<file path="src/hw/rtl/weighted_moving_average_multichannel_defines.svh">
// assertion macros for the weighted moving average block
// expect clk_i and rst_ni in the scope where they are used
`ifndef WEIGHTED_MOVING_AVERAGE_MULTICHANNEL_DEFINES_SVH
`define WEIGHTED_MOVING_AVERAGE_MULTICHANNEL_DEFINES_SVH

// same-cycle implication, disabled in reset
`define WMA_ASSERT_IMP(lbl, ante, cons, msg) \
  lbl: assert property (@(posedge clk_i) disable iff (!rst_ni) (ante) |-> (cons)) \
    else $error(msg);

// next-cycle implication, disabled in reset
`define WMA_ASSERT_NXT(lbl, ante, cons, msg) \
  lbl: assert property (@(posedge clk_i) disable iff (!rst_ni) (ante) |=> (cons)) \
    else $error(msg);

`endif

</file>
<file path="src/hw/rtl/wma_pkg.sv">
// shared types and constants of the weighted moving average block
// no dependencies
`timescale 1ns / 1ps

package wma_pkg;

  localparam int CHANNELS     = 3;
  localparam int MAX_WINDOW   = 255;
  localparam int SAMPLE_BITS  = 16;
  localparam int WINDOW_RESET = 25;

  localparam int CH_W       = 2;
  localparam int WIN_W      = 8;
  localparam int PTR_W      = $clog2(MAX_WINDOW + 1);
  localparam int CHAN_IDX_W = (CHANNELS > 1) ? $clog2(CHANNELS) : 1;
  localparam int HIST_AW    = CHAN_IDX_W + PTR_W;
  localparam int HIST_DEPTH = CHANNELS * (2 ** PTR_W);

  localparam int PSUM_W = SAMPLE_BITS + PTR_W;
  localparam int WSUM_W = SAMPLE_BITS + 2 * PTR_W;
  localparam int PROD_W = SAMPLE_BITS + PTR_W + 1;
  localparam int DEN_W  = 2 * PTR_W - 1;
  localparam int DVD_W  = WSUM_W + 1;
  localparam int DVS_W  = DEN_W + 1;
  localparam int DIV_CNT_W = $clog2(DVD_W + 1);

  typedef struct packed {
    logic [CH_W-1:0]               channel;
    logic signed [SAMPLE_BITS-1:0] sample;
  } in_req_t;

  typedef struct packed {
    logic [CH_W-1:0]               out_channel;
    logic signed [SAMPLE_BITS-1:0] mean;
  } out_rsp_t;

  // per-channel running state
  typedef struct packed {
    logic                     filled;
    logic [PTR_W-1:0]         ptr;
    logic signed [PSUM_W-1:0] psum;
    logic signed [WSUM_W-1:0] wsum;
  } chan_state_t;

  typedef struct packed {
    logic busy;
    logic done;
  } div_stat_t;

  typedef enum logic [2:0] {
    S_IDLE,
    S_CHRD,
    S_HRD,
    S_PREP,
    S_DIV,
    S_DONE
  } wma_state_e;

endpackage

</file>
<file path="src/hw/rtl/wma_div.sv">
// restoring divider, one quotient bit per cycle
// depends on wma_pkg and the assertion macro header
`timescale 1ns / 1ps
`include "weighted_moving_average_multichannel_defines.svh"

module wma_div (
  input  logic                               clk_i,
  input  logic                               rst_ni,
  input  logic                               start_i,
  input  logic [wma_pkg::DVD_W-1:0]          dividend_i,
  input  logic [wma_pkg::DVS_W-1:0]          divisor_i,
  output wma_pkg::div_stat_t                 stat_o,
  output logic [wma_pkg::SAMPLE_BITS-1:0]    quot_o
);
  import wma_pkg::*;

  logic                 busy_q;
  logic                 done_q;
  logic [DIV_CNT_W-1:0] cnt_q;
  logic [DVS_W-1:0]     rem_q;
  logic [DVS_W-1:0]     divisor_q;
  logic [DVD_W-1:0]     quo_q;

  logic [DVS_W:0]       rem_shift;
  logic [DVS_W+1:0]     diff;
  logic                 qbit;
  logic [DVS_W-1:0]     rem_next;

  always_comb begin
    rem_shift = {rem_q, quo_q[DVD_W-1]};
    diff      = {1'b0, rem_shift} - {2'b00, divisor_q};
    qbit      = !diff[DVS_W+1];
    rem_next  = qbit ? diff[DVS_W-1:0] : rem_shift[DVS_W-1:0];
  end

  always_ff @(posedge clk_i or negedge rst_ni) begin
    if (!rst_ni) begin
      busy_q <= 1'b0;
      done_q <= 1'b0;
      cnt_q  <= '0;
    end else begin
      done_q <= 1'b0;
      if (start_i) begin
        busy_q <= 1'b1;
        cnt_q  <= DIV_CNT_W'(DVD_W);
      end else if (busy_q) begin
        cnt_q <= cnt_q - 1'b1;
        if (cnt_q == DIV_CNT_W'(1)) begin
          busy_q <= 1'b0;
          done_q <= 1'b1;
        end
      end
    end
  end

  always_ff @(posedge clk_i) begin
    if (start_i) begin
      rem_q     <= '0;
      quo_q     <= dividend_i;
      divisor_q <= divisor_i;
    end else if (busy_q) begin
      rem_q <= rem_next;
      quo_q <= {quo_q[DVD_W-2:0], qbit};
    end
  end

  assign stat_o.busy = busy_q;
  assign stat_o.done = done_q;
  assign quot_o      = quo_q[SAMPLE_BITS-1:0];

  `WMA_ASSERT_NXT(a_div_start_busy, start_i, stat_o.busy, "divider not busy after start")
  `WMA_ASSERT_IMP(a_div_done_idle, stat_o.done, !stat_o.busy, "divider done while busy")
  `WMA_ASSERT_IMP(a_div_rem_bound, busy_q && !start_i, rem_q < divisor_q,
                  "divider remainder not below divisor")

endmodule

</file>
<file path="config.mk">
export PLATFORM = sky130hd
export DESIGN_NAME = wma_div
export DESIGN_NICKNAME = d
export VERILOG_FILES = /design/src/hw/rtl/wma_pkg.sv /design/src/hw/rtl/wma_div.sv
export VERILOG_INCLUDE_DIRS = /design/src /design/src/hw/rtl
export SDC_FILE = /design/constraint.sdc
export NUM_CORES = 1
export LEC_CHECK = 0
export ABC_CLOCK_PERIOD_IN_PS = 2200
export BUFFER_PORTS_ARGS = -buffer_cell sky130_fd_sc_hd__buf_2
export CORE_MARGIN = 3
export CORE_UTILIZATION = 30
export DETAILED_ROUTE_END_ITERATION = 6
export GPL_ROUTABILITY_DRIVEN = 0
export PLACE_DENSITY_LB_ADDON = 0.15
export SYNTH_ARGS = -nofsm -noshare
export SYNTH_HDL_FRONTEND = slang
export SYNTH_SLANG_ARGS = --single-unit
</file>
<file path="constraint.sdc">
create_clock -name clk_i -period 2.2 [get_ports clk_i]
set_input_delay 0.44 -clock clk_i [delete_from_list [all_inputs] [get_ports clk_i]]
set_output_delay 0.44 -clock clk_i [all_outputs]
set_load 0.01 [all_outputs]
</file>
Yosys cells after proc, flatten, opt, wreduce, memory -nomap -nowiden --
Cells that the tools add are included.
Storage, ports and cells: register bits after elaboration 73, input bits 52, output and inout port bits 18, word-level logic and storage cells 22
Cells by class: $add $sub $neg 2, equal/unequal tests 1, mux-type cells 11, reductions and logical operators 2
Operators by type and width (number):
- $mux W33 | 2
- $sub A17 B16 Y18 | 1
- $mux W16 | 1
- $mux W6 | 2
- $eq A6 B1 Y1 const B | 1
- $mux W1 | 6
- $sub A6 B1 Y6 const B | 1
- $reduce_bool A2 Y1 | 1
- $logic_not A1 Y1 | 1

Depth between registers and ports, before layout --
word-level depth 4, mapped depth 12, gate-level depth less buffers 11

Worst setup path before layout --
OpenSTA, ideal clock, no wires.
kind register -> register, from register quo_q[32], to register rem_q[14], setup time 124 ps, data arrival time 2224 ps, setup slack -148 ps, cell stages (with the launch flop) 11, path buffers 0, path through edfxtp_1 inv_1 ha_1 inv_1 fa_1 a21o_1 a221oi_2 nor3_2 o311a_1 o311ai_1 o21ai_1
On the way: cells in the longest elaborated chain, start to end 2
Ends and longest elaborated chain:
- start: declaration | line wma_div.sv:22 | logic [DVD_W-1:0] quo_q;
- start signal: assignment | line wma_div.sv:59 | quo_q <= dividend_i;
- start signal: assignment | line wma_div.sv:63 | quo_q <= {quo_q[DVD_W-2:0], qbit};
- $sub A17 B16 Y18 | line wma_div.sv:31 | diff = {1'b0, rem_shift} - {2'b00, divisor_q};
- $mux W16 | line wma_div.sv:33 | rem_next = qbit ? diff[DVS_W-1:0] : rem_shift[DVS_W-1:0];
- end signal: assignment | line wma_div.sv:62 | rem_q <= rem_next;
- end: declaration | line wma_div.sv:20 | logic [DVS_W-1:0] rem_q;
Every way passes these cells. A chain may end at the register's enable or synchronous reset.

Worst setup path after layout --
from register quo_q[32], to register rem_q[12]
The elaborated chain is that of the path after synthesis.

==> impl_metrics.sql <==
INSERT INTO impl_metrics (metric_group, metric, value, unit) VALUES
('finish', 'diodes_inserted', '0', ''),
('place', 'dp_slack', '-234.8', 'ps'),
('yosys', 'ys_async_sr_fraction', '0.1096', ''),
('timing', 'fin_hold_ws', '273.0', 'ps'),
('global_routing', 'overflow', '0', ''),
('global_routing', 'grtUsageTotal', '0.1275', ''),
('setup_path', 'worst_path_dominant_cell_family', 'simple AND/OR/NAND/NOR gates', ''),
('yosys', 'synth-warning-count', '0', ''),
('hold_path', 'worstHoldPathType', 'in -> reg', ''),
('timing', 'crit_path_setup_slack_layout', '-190.4', 'ps'),
('power', 'worst_vdd_drop', '553.4', 'uV'),
('setup_path', 'worst_setup_path_start_kind', 'flip-flop', ''),
('yosys', 'post_synth_instance_area', '3901', 'um^2'),
('route', 'ant_nets', '0', ''),
('floorplanning', 'dieArea', '14410', 'um^2'),
('setup_path', 'critical_path_arrival', '2620', 'ps'),
('setup_path', 'timing.critical_path.slowest_cell_delay', '410', 'ps'),
('timing', 'finalCritPeriodShare', '1.087', ''),
('finish', 'final_design_area_no_fill', '5024', 'um^2'),
('clock_tree', 'htreeDepth', '3', ''),
('yosys', 'post_synthesis_cell_count', '331', ''),
('global_routing', 'global_route_wire_length_before_repair', '14320', 'um'),
('setup_path', 'cp-end-kind', 'flip-flop', ''),
('floorplanning', 'core_area', '12670', 'um^2'),
('clock_tree', 'library_cell_used_as_clock_root_buffer', 'sky130_fd_sc_hd__clkbuf_16', ''),
('clock_tree', 'clk_path_buf_depth', '2', ''),
('timing', 'worst_clock_skew', '9.574', 'ps'),
('place', 'dp.final_hpwl', '6277', 'um'),
('route', 'post-route-drc-count', '0', ''),
('outcome', 'failing_checks', 'negative setup slack', ''),
('yosys', 'multiplexer_share_of_the_synthesized_area', '0.1235', ''),
('floorplanning', 'core.rowCount', '41', ''),
('timing', 'final.setup.tns', '-604.4', 'ps'),
('finish', 'mostFrequentLayoutCell', 'sky130_fd_sc_hd__buf_2', ''),
('yosys', 'synth.ff_latch_count', '73', ''),
('timing', 'achievable-frequency', '0.4183', 'GHz'),
('outcome', 'outcome', 'finished, violations left', ''),
('finish', 'layout.nets', '487', ''),
('yosys', 'syn_avg_cell_area', '11.79', 'um^2'),
('setup_path', 'worst_ep_required_time', '2430', 'ps'),
('finish', 'ratio_of_cells_with_drive_above_1_in_the_final_layout', '0.4442', ''),
('yosys', 'yosysSeqAreaShare', '0.5106', ''),
('global_routing', 'first_global_vias', '2860', ''),
('floorplanning', 'fp.dieH', '120.0', 'um'),
('yosys', 'synth_area_leaders', 'sky130_fd_sc_hd__edfxtp_1 (38%), sky130_fd_sc_hd__mux2_2 (9.5%), sky130_fd_sc_hd__dfxtp_1 (8.2%)', ''),
('finish', 'fillerInstances', '1234', ''),
('timing', 'timing.final.max_slew_violations', '0', ''),
('place', 'portBuffers', '69', ''),
('route', 'drt_iter0_markers', '83', ''),
('floorplanning', 'start_util', '0.3079', ''),
('floorplanning', 'chipWidth', '120.0', 'um'),
('finish', 'layout.cells.non_filler', '593', ''),
('setup_path', 'worst-path-buf-inv', '3', ''),
('yosys', 'synth_simple_gate_area_share', '0.08948', ''),
('yosys', 'synth_compound_area_frac', '0.1046', ''),
('setup_path', 'crit_chain', 'inv_1 > ha_2 > inv_2 > fa_2 > a21o_1 > a221oi_4 > buf_4 > o21ai_2 > or4_1 > nand4_1 > nand2_1', ''),
('finish', 'flow.area_growth_from_synthesis', '28.77', '%'),
('route', 'postRouteWirelength', '8712', 'um'),
('finish', 'layout.core_utilization', '0.3965', ''),
('clock_tree', 'cts-buffers-inserted', '9', ''),
('global_routing', 'grt_max_degree', '27', ''),
('timing', 'slew_margin_rel', '0.6531', ''),
('yosys', 'area_share_of_xor_xnor_cells_in_the_synthesized_design', '0.03592', ''),
('floorplanning', 'num_io_pins', '70', ''),
('yosys', 'mappedNetlistNets', '402', ''),
('place', 'dpl-instance-area', '4516', 'um^2'),
('yosys', 'synthDominantCellAreaShare', '0.3772', ''),
('timing', 'final_worst_path_period_need', '2390', 'ps'),
('timing', 'final-setup-viol-count', '8', ''),
('yosys', 'count_of_flip_flops_with_a_built_in_enable_after_synthesis', '49', ''),
('timing', 'hold_viol_final', '0', '');
[where the power goes]
part           internal [mW]  leakage, nW  switching, mW
logic                   1.41         1.26           1.29
clock network          0.875        0.137          0.584
registers               1.86        0.733          0.240
total                   4.14         2.13           2.12
[routing by layer]
layer | wire length (um) | track usage | share of wire | up-vias
met2 | 3876 | 0.1914 | 0.44 | 79
met1 | 4112 | 0.1644 | 0.47 | 1244
met4 | 114 | 0.03794 | 0.013 | 2
met3 | 595 | 0.05891 | 0.068 | 13
met5 | 13 | 0 | 0.0015 | -
li1 | - | - | - | 1354
[area by class of cell]
type                            instances  area, um^2  area share
Inverter                               20       78.83     0.01569
Multi-Input combinational cell        207        1774      0.3532
Clock inverter                          7       70.07     0.01395
Timing Repair Buffer                  105       668.1      0.1330
Clock buffer                            9       225.2     0.04483
Tap cell                              172       215.2     0.04284
Sequential cell                        73        1992      0.3965
[registers in the layout (all words and copies together) (netlist names)]
signal,cells
busy_q,1
quo_q,33
cnt_q,6
rem_q,16
done_q,1
divisor_q,16
[path summary, 6_finish.rpt]
check                        startpoint            to  slack (ps)  depth (start not counted)
max reg2reg                   quo_q[32]     rem_q[12]        -190                         11
max in group asynchronous        rst_ni        done_q        1560                          2
min                        divisor_i[0]  divisor_q[0]         270                          1
max                           quo_q[32]     rem_q[12]        -190                         11
min reg2reg                    rem_q[7]      rem_q[7]         500                          2
min in group asynchronous        rst_ni      cnt_q[4]         470                          2
[timing repair]
action,CTS,global route
gates resized for setup,10,20
hold buffers,1,0
pin swaps,9,5
endpoints found under the setup margin,7,17
buffers inserted,4,1
endpoints found under the hold margin,8,0
cloned,0,1
[Yosys cell counts, types with 2 or more instances]
library cell	instances
sky130_fd_sc_hd__dfrtp_1	8
sky130_fd_sc_hd__nand2b_1	10
sky130_fd_sc_hd__buf_2	2
sky130_fd_sc_hd__xnor2_1	9
sky130_fd_sc_hd__nand4_1	4
sky130_fd_sc_hd__and3_1	4
sky130_fd_sc_hd__mux2_2	33
sky130_fd_sc_hd__inv_1	20
sky130_fd_sc_hd__a211oi_1	10
sky130_fd_sc_hd__xor2_1	7
sky130_fd_sc_hd__ha_1	18
sky130_fd_sc_hd__a21o_1	4
sky130_fd_sc_hd__edfxtp_1	49
sky130_fd_sc_hd__o21ai_0	8
sky130_fd_sc_hd__buf_4	18
sky130_fd_sc_hd__nor3_1	5
sky130_fd_sc_hd__a311oi_1	2
sky130_fd_sc_hd__a21oi_1	10
sky130_fd_sc_hd__o21ai_1	4
sky130_fd_sc_hd__buf_1	3
sky130_fd_sc_hd__nand2_1	19
sky130_fd_sc_hd__a32oi_1	3
sky130_fd_sc_hd__mux2i_1	11
sky130_fd_sc_hd__clkbuf_1	6
sky130_fd_sc_hd__nor2_1	21
sky130_fd_sc_hd__dfxtp_1	16
[cells by family after synthesis]
kind of cell | Yosys count
compound gates | 57
xor+xnor | 16
fa+ha+maj | 19
buf+inv | 51
flops | 73
mux | 44
simple gates | 71
Power figures use the tool's default switching activity.
